===== src/inverse_cdf_sampler_top_defines.svh =====
// Assertion macros shared by the inverse CDF sampler RTL.
// Depends on nothing; the using module provides clk and rst_n.
`ifndef INVERSE_CDF_SAMPLER_TOP_DEFINES_SVH
`define INVERSE_CDF_SAMPLER_TOP_DEFINES_SVH

// Clocked check that is switched off while reset is asserted.
`define ICS_ASSERT(label, prop, msg) \
    label: assert property (@(posedge clk) disable iff (!rst_n) (prop)) else $error(msg);

// Clocked check that also holds during reset.
`define ICS_ASSERT_ALWAYS(label, prop, msg) \
    label: assert property (@(posedge clk) (prop)) else $error(msg);

`endif


===== src/ics_pkg.sv =====
// Shared constants and controller/datapath interface types for the sampler.
// Depends on nothing.
package ics_pkg;

    localparam int TABLE_DEPTH   = 256;
    localparam int FRACTION_BITS = 16;
    localparam int ADDR_W        = $clog2(TABLE_DEPTH);
    localparam int POS_W         = $clog2(TABLE_DEPTH + 1);
    localparam int VAL_W         = FRACTION_BITS + 1;
    localparam int LEN_W         = 9;

    localparam logic [VAL_W-1:0] ONE_VALUE   = VAL_W'(1) << FRACTION_BITS;
    localparam logic [LEN_W-1:0] LEN_RESET   = LEN_W'(256);
    localparam logic [POS_W-1:0] DEPTH_COUNT = POS_W'(TABLE_DEPTH);

    typedef struct packed {
        logic load;    // store one probability entry this cycle
        logic init;    // begin a search this cycle
        logic search;  // one search step this cycle
    } ics_cmd_t;

    typedef struct packed {
        logic done;    // search interval is empty after this step
    } ics_status_t;

endpackage


===== src/ics_datapath.sv =====
// Datapath: running sum, cumulative table memory and binary-search registers.
// Depends on ics_pkg.
module ics_datapath
(
    input  logic                                clk,
    input  logic                                rst_n,
    input  ics_pkg::ics_cmd_t                   cmd,
    output ics_pkg::ics_status_t                status,
    input  logic                                restart,
    input  logic [ics_pkg::VAL_W-1:0]           prob_entry,
    input  logic [ics_pkg::FRACTION_BITS-1:0]   uniform_draw,
    input  logic                                cfg_write,
    input  logic [ics_pkg::LEN_W-1:0]           cfg_data,
    output logic [ics_pkg::ADDR_W-1:0]          sampled_index
);

    logic [ics_pkg::VAL_W-1:0]         mem [ics_pkg::TABLE_DEPTH];
    logic [ics_pkg::VAL_W-1:0]         rd_data_reg;

    logic [ics_pkg::VAL_W-1:0]         sum_reg, sum_next, sum_base;
    logic [ics_pkg::VAL_W:0]           sum_wide;
    logic [ics_pkg::POS_W-1:0]         pos_reg, pos_next, pos_base;
    logic [ics_pkg::LEN_W-1:0]         len_reg, len_clamp;
    logic [ics_pkg::POS_W-1:0]         count_comb;
    logic [ics_pkg::POS_W-1:0]         n_reg;
    logic [ics_pkg::FRACTION_BITS-1:0] draw_reg;
    logic [ics_pkg::POS_W-1:0]         lo_reg, hi_reg, mid_reg;
    logic [ics_pkg::POS_W-1:0]         lo_upd, hi_upd, mid_next;
    logic [ics_pkg::POS_W:0]           mid_sum;
    logic                              pending_reg;
    logic                              greater;
    logic                              issue;
    logic                              mem_we;
    logic [ics_pkg::ADDR_W-1:0]        idx_next;
    logic [ics_pkg::ADDR_W-1:0]        idx_reg;

    // Load path: saturating running sum and write position.
    always_comb
    begin
        sum_base = restart ? '0 : sum_reg;
        pos_base = restart ? '0 : pos_reg;
        sum_wide = {1'b0, sum_base} + {1'b0, prob_entry};
        if (sum_wide > {1'b0, ics_pkg::ONE_VALUE})
            sum_next = ics_pkg::ONE_VALUE;
        else
            sum_next = sum_wide[ics_pkg::VAL_W-1:0];
        mem_we   = cmd.load && (pos_base < ics_pkg::DEPTH_COUNT);
        pos_next = mem_we ? pos_base + 1'b1 : pos_base;
    end

    // Searchable count: table length clamped to 1..depth, then to the fill.
    always_comb
    begin
        if (len_reg == '0)
            len_clamp = ics_pkg::LEN_W'(1);
        else if (len_reg > ics_pkg::LEN_W'(ics_pkg::TABLE_DEPTH))
            len_clamp = ics_pkg::LEN_W'(ics_pkg::TABLE_DEPTH);
        else
            len_clamp = len_reg;
        if (ics_pkg::POS_W'(len_clamp) > pos_reg)
            count_comb = pos_reg;
        else
            count_comb = ics_pkg::POS_W'(len_clamp);
    end

    // One probe per cycle: compare the entry read last cycle, narrow the
    // interval, and issue the read for the next midpoint.
    always_comb
    begin
        greater = rd_data_reg > {1'b0, draw_reg};
        if (cmd.init)
        begin
            lo_upd = '0;
            hi_upd = count_comb;
        end
        else if (pending_reg)
        begin
            lo_upd = greater ? lo_reg : mid_reg + 1'b1;
            hi_upd = greater ? mid_reg : hi_reg;
        end
        else
        begin
            lo_upd = lo_reg;
            hi_upd = hi_reg;
        end
        mid_sum  = {1'b0, lo_upd} + {1'b0, hi_upd};
        mid_next = mid_sum[ics_pkg::POS_W:1];
        issue    = (cmd.init || cmd.search) && (lo_upd < hi_upd);
        status.done = lo_upd >= hi_upd;
        if (n_reg == '0)
            idx_next = '0;
        else if (lo_upd >= n_reg)
            idx_next = ics_pkg::ADDR_W'(n_reg - 1'b1);
        else
            idx_next = ics_pkg::ADDR_W'(lo_upd);
    end

    always_ff @(posedge clk)
    begin
        if (mem_we)
            mem[pos_base[ics_pkg::ADDR_W-1:0]] <= sum_next;
        if (issue)
            rd_data_reg <= mem[mid_next[ics_pkg::ADDR_W-1:0]];
    end

    always_ff @(posedge clk or negedge rst_n)
    begin
        if (!rst_n)
        begin
            sum_reg     <= '0;
            pos_reg     <= '0;
            len_reg     <= ics_pkg::LEN_RESET;
            pending_reg <= 1'b0;
        end
        else
        begin
            if (cmd.load)
            begin
                sum_reg <= sum_next;
                pos_reg <= pos_next;
            end
            if (cfg_write)
                len_reg <= cfg_data;
            pending_reg <= issue;
        end
    end

    always_ff @(posedge clk)
    begin
        if (cmd.init)
        begin
            n_reg    <= count_comb;
            draw_reg <= uniform_draw;
        end
        if (cmd.init || cmd.search)
        begin
            lo_reg  <= lo_upd;
            hi_reg  <= hi_upd;
            mid_reg <= mid_next;
        end
        if (cmd.search && status.done)
            idx_reg <= idx_next;
    end

    assign sampled_index = idx_reg;

endmodule


===== src/ics_ctrl.sv =====
// Controller: accepts words, sequences the search and drives the result strobe.
// Depends on ics_pkg and inverse_cdf_sampler_top_defines.svh.
`include "inverse_cdf_sampler_top_defines.svh"

module ics_ctrl
(
    input  logic                 clk,
    input  logic                 rst_n,
    input  logic                 start,
    input  logic                 mode,
    input  ics_pkg::ics_status_t status,
    output ics_pkg::ics_cmd_t    cmd,
    output logic                 busy,
    output logic                 result_valid
);

    typedef enum logic {
        IDLE,
        SEARCH
    } state_t;

    state_t state_reg, state_next;
    logic   strobe_reg, strobe_next;
    logic   accept;

    always_comb
    begin
        accept      = start && (state_reg == IDLE);
        cmd.load    = accept && !mode;
        cmd.init    = accept && mode;
        cmd.search  = state_reg == SEARCH;
        state_next  = state_reg;
        strobe_next = 1'b0;
        case (state_reg)
            IDLE:
            begin
                if (cmd.init)
                    state_next = SEARCH;
            end
            SEARCH:
            begin
                if (status.done)
                begin
                    state_next  = IDLE;
                    strobe_next = 1'b1;
                end
            end
            default:
            begin
                state_next = IDLE;
            end
        endcase
    end

    always_ff @(posedge clk or negedge rst_n)
    begin
        if (!rst_n)
        begin
            state_reg  <= IDLE;
            strobe_reg <= 1'b0;
        end
        else
        begin
            state_reg  <= state_next;
            strobe_reg <= strobe_next;
        end
    end

    assign busy         = state_reg == SEARCH;
    assign result_valid = strobe_reg;

    `ICS_ASSERT(a_strobe_after_search, strobe_reg |-> $past(state_reg == SEARCH), "result strobe without search")
    `ICS_ASSERT(a_init_enters_search, cmd.init |=> (state_reg == SEARCH), "sample did not start search")
    `ICS_ASSERT(a_load_no_result, cmd.load |=> !strobe_reg, "load produced a result")
    `ICS_ASSERT_ALWAYS(a_no_reset_strobe, !rst_n |-> !strobe_reg, "strobe during reset")

endmodule


===== src/inverse_cdf_sampler_top.sv =====
// A load word is taken while the block is idle and busy stays low; a sample word
// reads one table entry per search step and, when the search interval is empty,
// registers the result strobe. The next word is taken at the edge that ends the
// strobe cycle. Reset (rst_n, asynchronous, active low) clears the running sum and
// the fill position and sets the length register to 256. The receiver cannot
// stall results.
//
// Top level of the inverse CDF sampler. Depends on ics_pkg, ics_ctrl and
// ics_datapath.
module inverse_cdf_sampler_top
(
    input  logic                                clk,
    input  logic                                rst_n,
    input  logic                                start,
    output logic                                busy,
    input  logic                                mode,
    input  logic                                restart,
    input  logic [ics_pkg::VAL_W-1:0]           prob_entry,
    input  logic [ics_pkg::FRACTION_BITS-1:0]   uniform_draw,
    output logic                                result_valid,
    output logic [ics_pkg::ADDR_W-1:0]          sampled_index,
    input  logic                                cfg_valid,
    output logic                                cfg_ready,
    input  logic [ics_pkg::LEN_W-1:0]           cfg_data
);

    // The controller decides when a word is taken and steps the search; the
    // datapath holds the running sum, the cumulative table and the search
    // interval. They talk only through the command and status structs.
    ics_pkg::ics_cmd_t    cmd;
    ics_pkg::ics_status_t status;

    // The length register can always take a write; the user is to write it only while
    // the block is idle, which the block does not enforce, so no search ever sees it change.
    assign cfg_ready = 1'b1;

    ics_ctrl u_ctrl
    (
        .clk          (clk),
        .rst_n        (rst_n),
        .start        (start),
        .mode         (mode),
        .status       (status),
        .cmd          (cmd),
        .busy         (busy),
        .result_valid (result_valid)
    );

    ics_datapath u_datapath
    (
        .clk           (clk),
        .rst_n         (rst_n),
        .cmd           (cmd),
        .status        (status),
        .restart       (restart),
        .prob_entry    (prob_entry),
        .uniform_draw  (uniform_draw),
        .cfg_write     (cfg_valid && cfg_ready),
        .cfg_data      (cfg_data),
        .sampled_index (sampled_index)
    );

endmodule


===== config.mk =====
export PLATFORM = sky130hd
export DESIGN_NAME = inverse_cdf_sampler_top
export DESIGN_NICKNAME = d
export VERILOG_FILES = /design/src/ics_pkg.sv /design/src/ics_datapath.sv /design/src/ics_ctrl.sv /design/src/inverse_cdf_sampler_top.sv
export VERILOG_INCLUDE_DIRS = /design/src /design/src/src
export SDC_FILE = /design/constraint.sdc
export NUM_CORES = 2
export LEC_CHECK = 0
export BUFFER_PORTS_ARGS = -buffer_cell sky130_fd_sc_hd__buf_2
export CAP_MARGIN = 10
export CORE_MARGIN = 1
export CORE_UTILIZATION = 60
export CTS_CLUSTER_DIAMETER = 200
export DETAILED_ROUTE_END_ITERATION = 7
export PLACE_DENSITY = 0.79
export SYNTH_ARGS = -nofsm -noshare
export SYNTH_HDL_FRONTEND = slang
export SYNTH_MEMORY_MAX_BITS = 65536
export SYNTH_SLANG_ARGS = --single-unit

===== constraint.sdc =====
create_clock -name clk -period 18 [get_ports clk]
set_clock_uncertainty 0.05 [all_clocks]
set_input_delay 3.6 -clock clk [delete_from_list [all_inputs] [get_ports clk]]
set_output_delay 3.6 -clock clk [all_outputs]
set_load 0.03 [all_outputs]

==> metrics.md <==
| Metric | Value |
|---|---|
| Run status | `finished, final reports clean` |
| Routed length per placed instance | `39.6 um` |
| Number of antenna violations at the first check in global routing | `36` |
| Postcts setup bufs | `0` |
| CTS root buffer | `clkbuf_16` |
| Standard cell area after detailed placement | `181000 um^2` |
| Smallest setup slack after layout | `7.08 ns` |
| Share of the yosys chip area belonging to registers | `0.770` |
| Cell type contributing the most total cell area after synthesis | `edfxtp_1` |
| Endpoint type of the worst setup path | `register` |
| PortBufs | `57` |
| Net Count, Synth | `7445` |
| Most common cell after layout, fill and taps aside | `edfxtp_1` |
| Cells on worst reg2reg path | `22` |
| Inserted Clock Buffers | `421` |
| Placer Congestion | `0.897` |
| Critical path origin | `start` |
| Share of Yosys cell area claimed by the top area cell type | `0.765` |
| Category of the most critical setup path | `in2reg` |
| Synthesis Warnings | `0` |
| Insertion delay to the later sink of the worst-skew pair | `1.00 ns` |
| Overall routing resource usage | `0.326` |
| Signed area change from the synthesized netlist to the final layout | `11.7%` |
| Via density | `7.23` |
| Maxcap violations | `0` |
| Peak Freq | `0.0916 GHz` |
| Effective utilization at floorplan | `0.604` |
| Number of hold buffers added after cts | `0` |
| Ratio of final minimum period to clock period | `0.607` |
| Max Slew Vio Count | `0` |
| Data required time at the worst endpoint | `18.67 ns` |
| Number of optimization iterations in the first detailed-route pass | `6` |
| Synth Area per Inst | `23.8 um^2` |
| Post-Layout Inst Area | `194000 um^2` |
| Minimum setup slack after placement | `6.18 ns` |
| Count of final hold-check violations | `0` |
| Number of cells on the worst hold path | `2` |
| Clk buf depth | `4` |
| Reg2reg start | `u_datapath.rd_data_reg[6]` |
| Number of levels in the clock H-tree | `5` |
| Maximum number of pins on one net before global-route repair | `225` |
| Commonest non-fill, non-tap cells in the layout | `4429 x edfxtp_1, 1360 x mux4_2, 423 x clkbuf_16` |
| Gr ovfl total | `0` |
| Data arrival time of the critical path | `11.59 ns` |
| Via count of the first global-routing pass | `87.8k` |
| RSZ-0062 raised after global routing | `false` |
| Crit Path Max Fanout | `92` |
| Number of gates resized after CTS | `0` |
| Type of origin of the critical path | `primary input` |
| Global-route wire length before repair | `662 mm` |
| Violation count after the first detailed-route iteration | `13.8k` |
| Largest register FFs | `4352` |
| Final nets | `7912` |
| Top FF cell, synth | `edfxtp_1` |
| Tightest Hold Check Type | `reg2reg` |
| Chip width | `540 um` |
| Core Box Area | `288000 um^2` |
| Measured slew at the worst slew-check pin | `1.36 ns` |
| Final setup TNS | `0 ns` |
| Worst slew margin | `0.0704` |
| Clock tree from TritonCTS | `built` |
| Final routed DRC violation total | `0` |
| Synthesized area | `174000 um^2` |
| Detailed Place HPWL | `245 mm` |
| Final critical path time including I/O delays and setup | `10.92 ns` |
| Number of flip-flops and latches in the synthesized netlist | `4467` |
| Number of enable flip-flop cells after synthesis | `4429` |
| CTS sink count | `4467` |
| Startpoint of the tightest hold check path | `u_datapath.sum_reg[9]` |
| Share of final-layout standard cells stronger than drive strength 1 | `0.305` |
| I/O pin cnt | `59` |
| Count of nets left with antenna violations after detail routing | `0` |
| FILL cells | `16.4k` |
| Number of library cell types mapped by synthesis | `58` |
| Mapped Cells | `7320` |
| Die height | `540 um` |
| Total wire length | `473 mm` |
| Largest cells by area after synthesis | `edfxtp_1 76%, mux4_2 18%, mux2i_1 1.6%, nor2_1 0.66%, buf_2 0.62%` |
| Row count | `197` |
| Async SR Flop Fraction | `0.00851` |
| Detailed-route via count | `86.3k` |
| Total setup violations reported at the end of the flow | `0` |
| Die ar. | `292000 um^2` |
| Clock transition at the register clock pins on the worst setup and hold paths after CTS | `0.06 ns` |
[cell families (layout without fill, tap and decap cells)]
| family | after synthesis | in the layout | synth area share |
|---|---|---|---|
| adder cells (fa/ha/maj) | 77 | 77 | 0.00563 |
| AND/OR/NAND/NOR | 498 | 498 | 0.0120 |
| flip-flops | 4467 | 4467 | 0.770 |
| AO/OA/AOI/OAI | 140 | 140 | 0.00537 |
| XOR/XNOR | 37 | 37 | 0.00199 |
| other | 1 | 22 | 0.0000216 |
| buffers and inverters | 448 | 1265 | 0.0116 |
| multiplexers | 1652 | 1652 | 0.193 |
[area by class of cell]
class / instances / area [um^2] / share of cell area
diodes: 21 / 52.6 / 0.000271
clock buffers: 502 / 10900 / 0.0561
clock inverters: 271 / 2440 / 0.0126
inverters: 62 / 233 / 0.00120
multi-input cells: 2405 / 38500 / 0.198
flip-flops and latches: 4467 / 134000 / 0.690
well taps: 3781 / 4730 / 0.0244
repair buffers: 430 / 3390 / 0.0174
[path summary, 6_finish.rpt]
kind / slack (ns) / endpoint
max: 7.08 / u_datapath.rd_data_reg[11]
min: 0.42 / u_datapath.sum_reg[9]
max reg2reg: 8.19 / u_datapath.rd_data_reg[11]
min reg2reg: 0.42 / u_datapath.sum_reg[9]
max in group asynchronous: 14.44 / u_datapath.pos_reg[1]
min in group asynchronous: 2.76 / u_datapath.sum_reg[6]
[critical path, stage by stage]
cell and delay (ns):
buf_2 0.11, nand3b_1 0.13, buf_4 0.32, clkinv_1 0.13, buf_4 0.32, nor3_1 0.25, a31oi_1 0.14, inv_1 0.16
ha_1 0.22, inv_1 0.08, fa_4 1.19, buf_12 0.57, buf_12 0.58, buf_4 0.63, mux4_2 0.60, mux4_2 0.53
mux2i_1 0.74, mux2i_1 0.49, mux2i_1 0.29, mux2i_1 0.11
[synthesized netlist by cell type (all sizes together), types with 6 or more instances]
cell type and count:
nor2 306, o21a 11, a211oi 7, ha 75, inv 61, nor2b 30, o31ai 19, nor3 16
nand2b 6, a21o 23, nand4 7, mux2 21, nand3 30, mux4 1360, xor2 18, mux2i 271
o21bai 8, o21ai 20, buf 283, dfrtp 37, clkbuf 103, nand2 88, a21oi 35, edfxtp 4429
xnor2 19
[per-layer routing]
layer	vias to the layer above	wire, um	part of all wire	global-route usage
li1	32200	-	-	-
met1	45100	153000	0.32	0.415
met2	7553	230000	0.49	0.518
met3	1492	56700	0.12	0.0774
met4	26	33200	0.070	0.195
met5	-	252	0.00053	0.00230
[metrics by stage]
| stage | instances | util | hold WS [ns] |
|---|---|---|---|
| final | 11900 | 0.674 | 0.421 |
| after global routing | 11900 | 0.674 | 0.447 |
| after CTS | 11900 | 0.673 | 0.422 |
| after detailed placement | 11100 | 0.627 | 0.408 |
| after global placement | 11100 | 0.627 | 0.403 |
| after floorplan | 7320 | - | 0.391 |
Power is left out: the tool's default activity adds up to more than one toggle a clock period on the data nets, which glitch-free logic cannot reach.
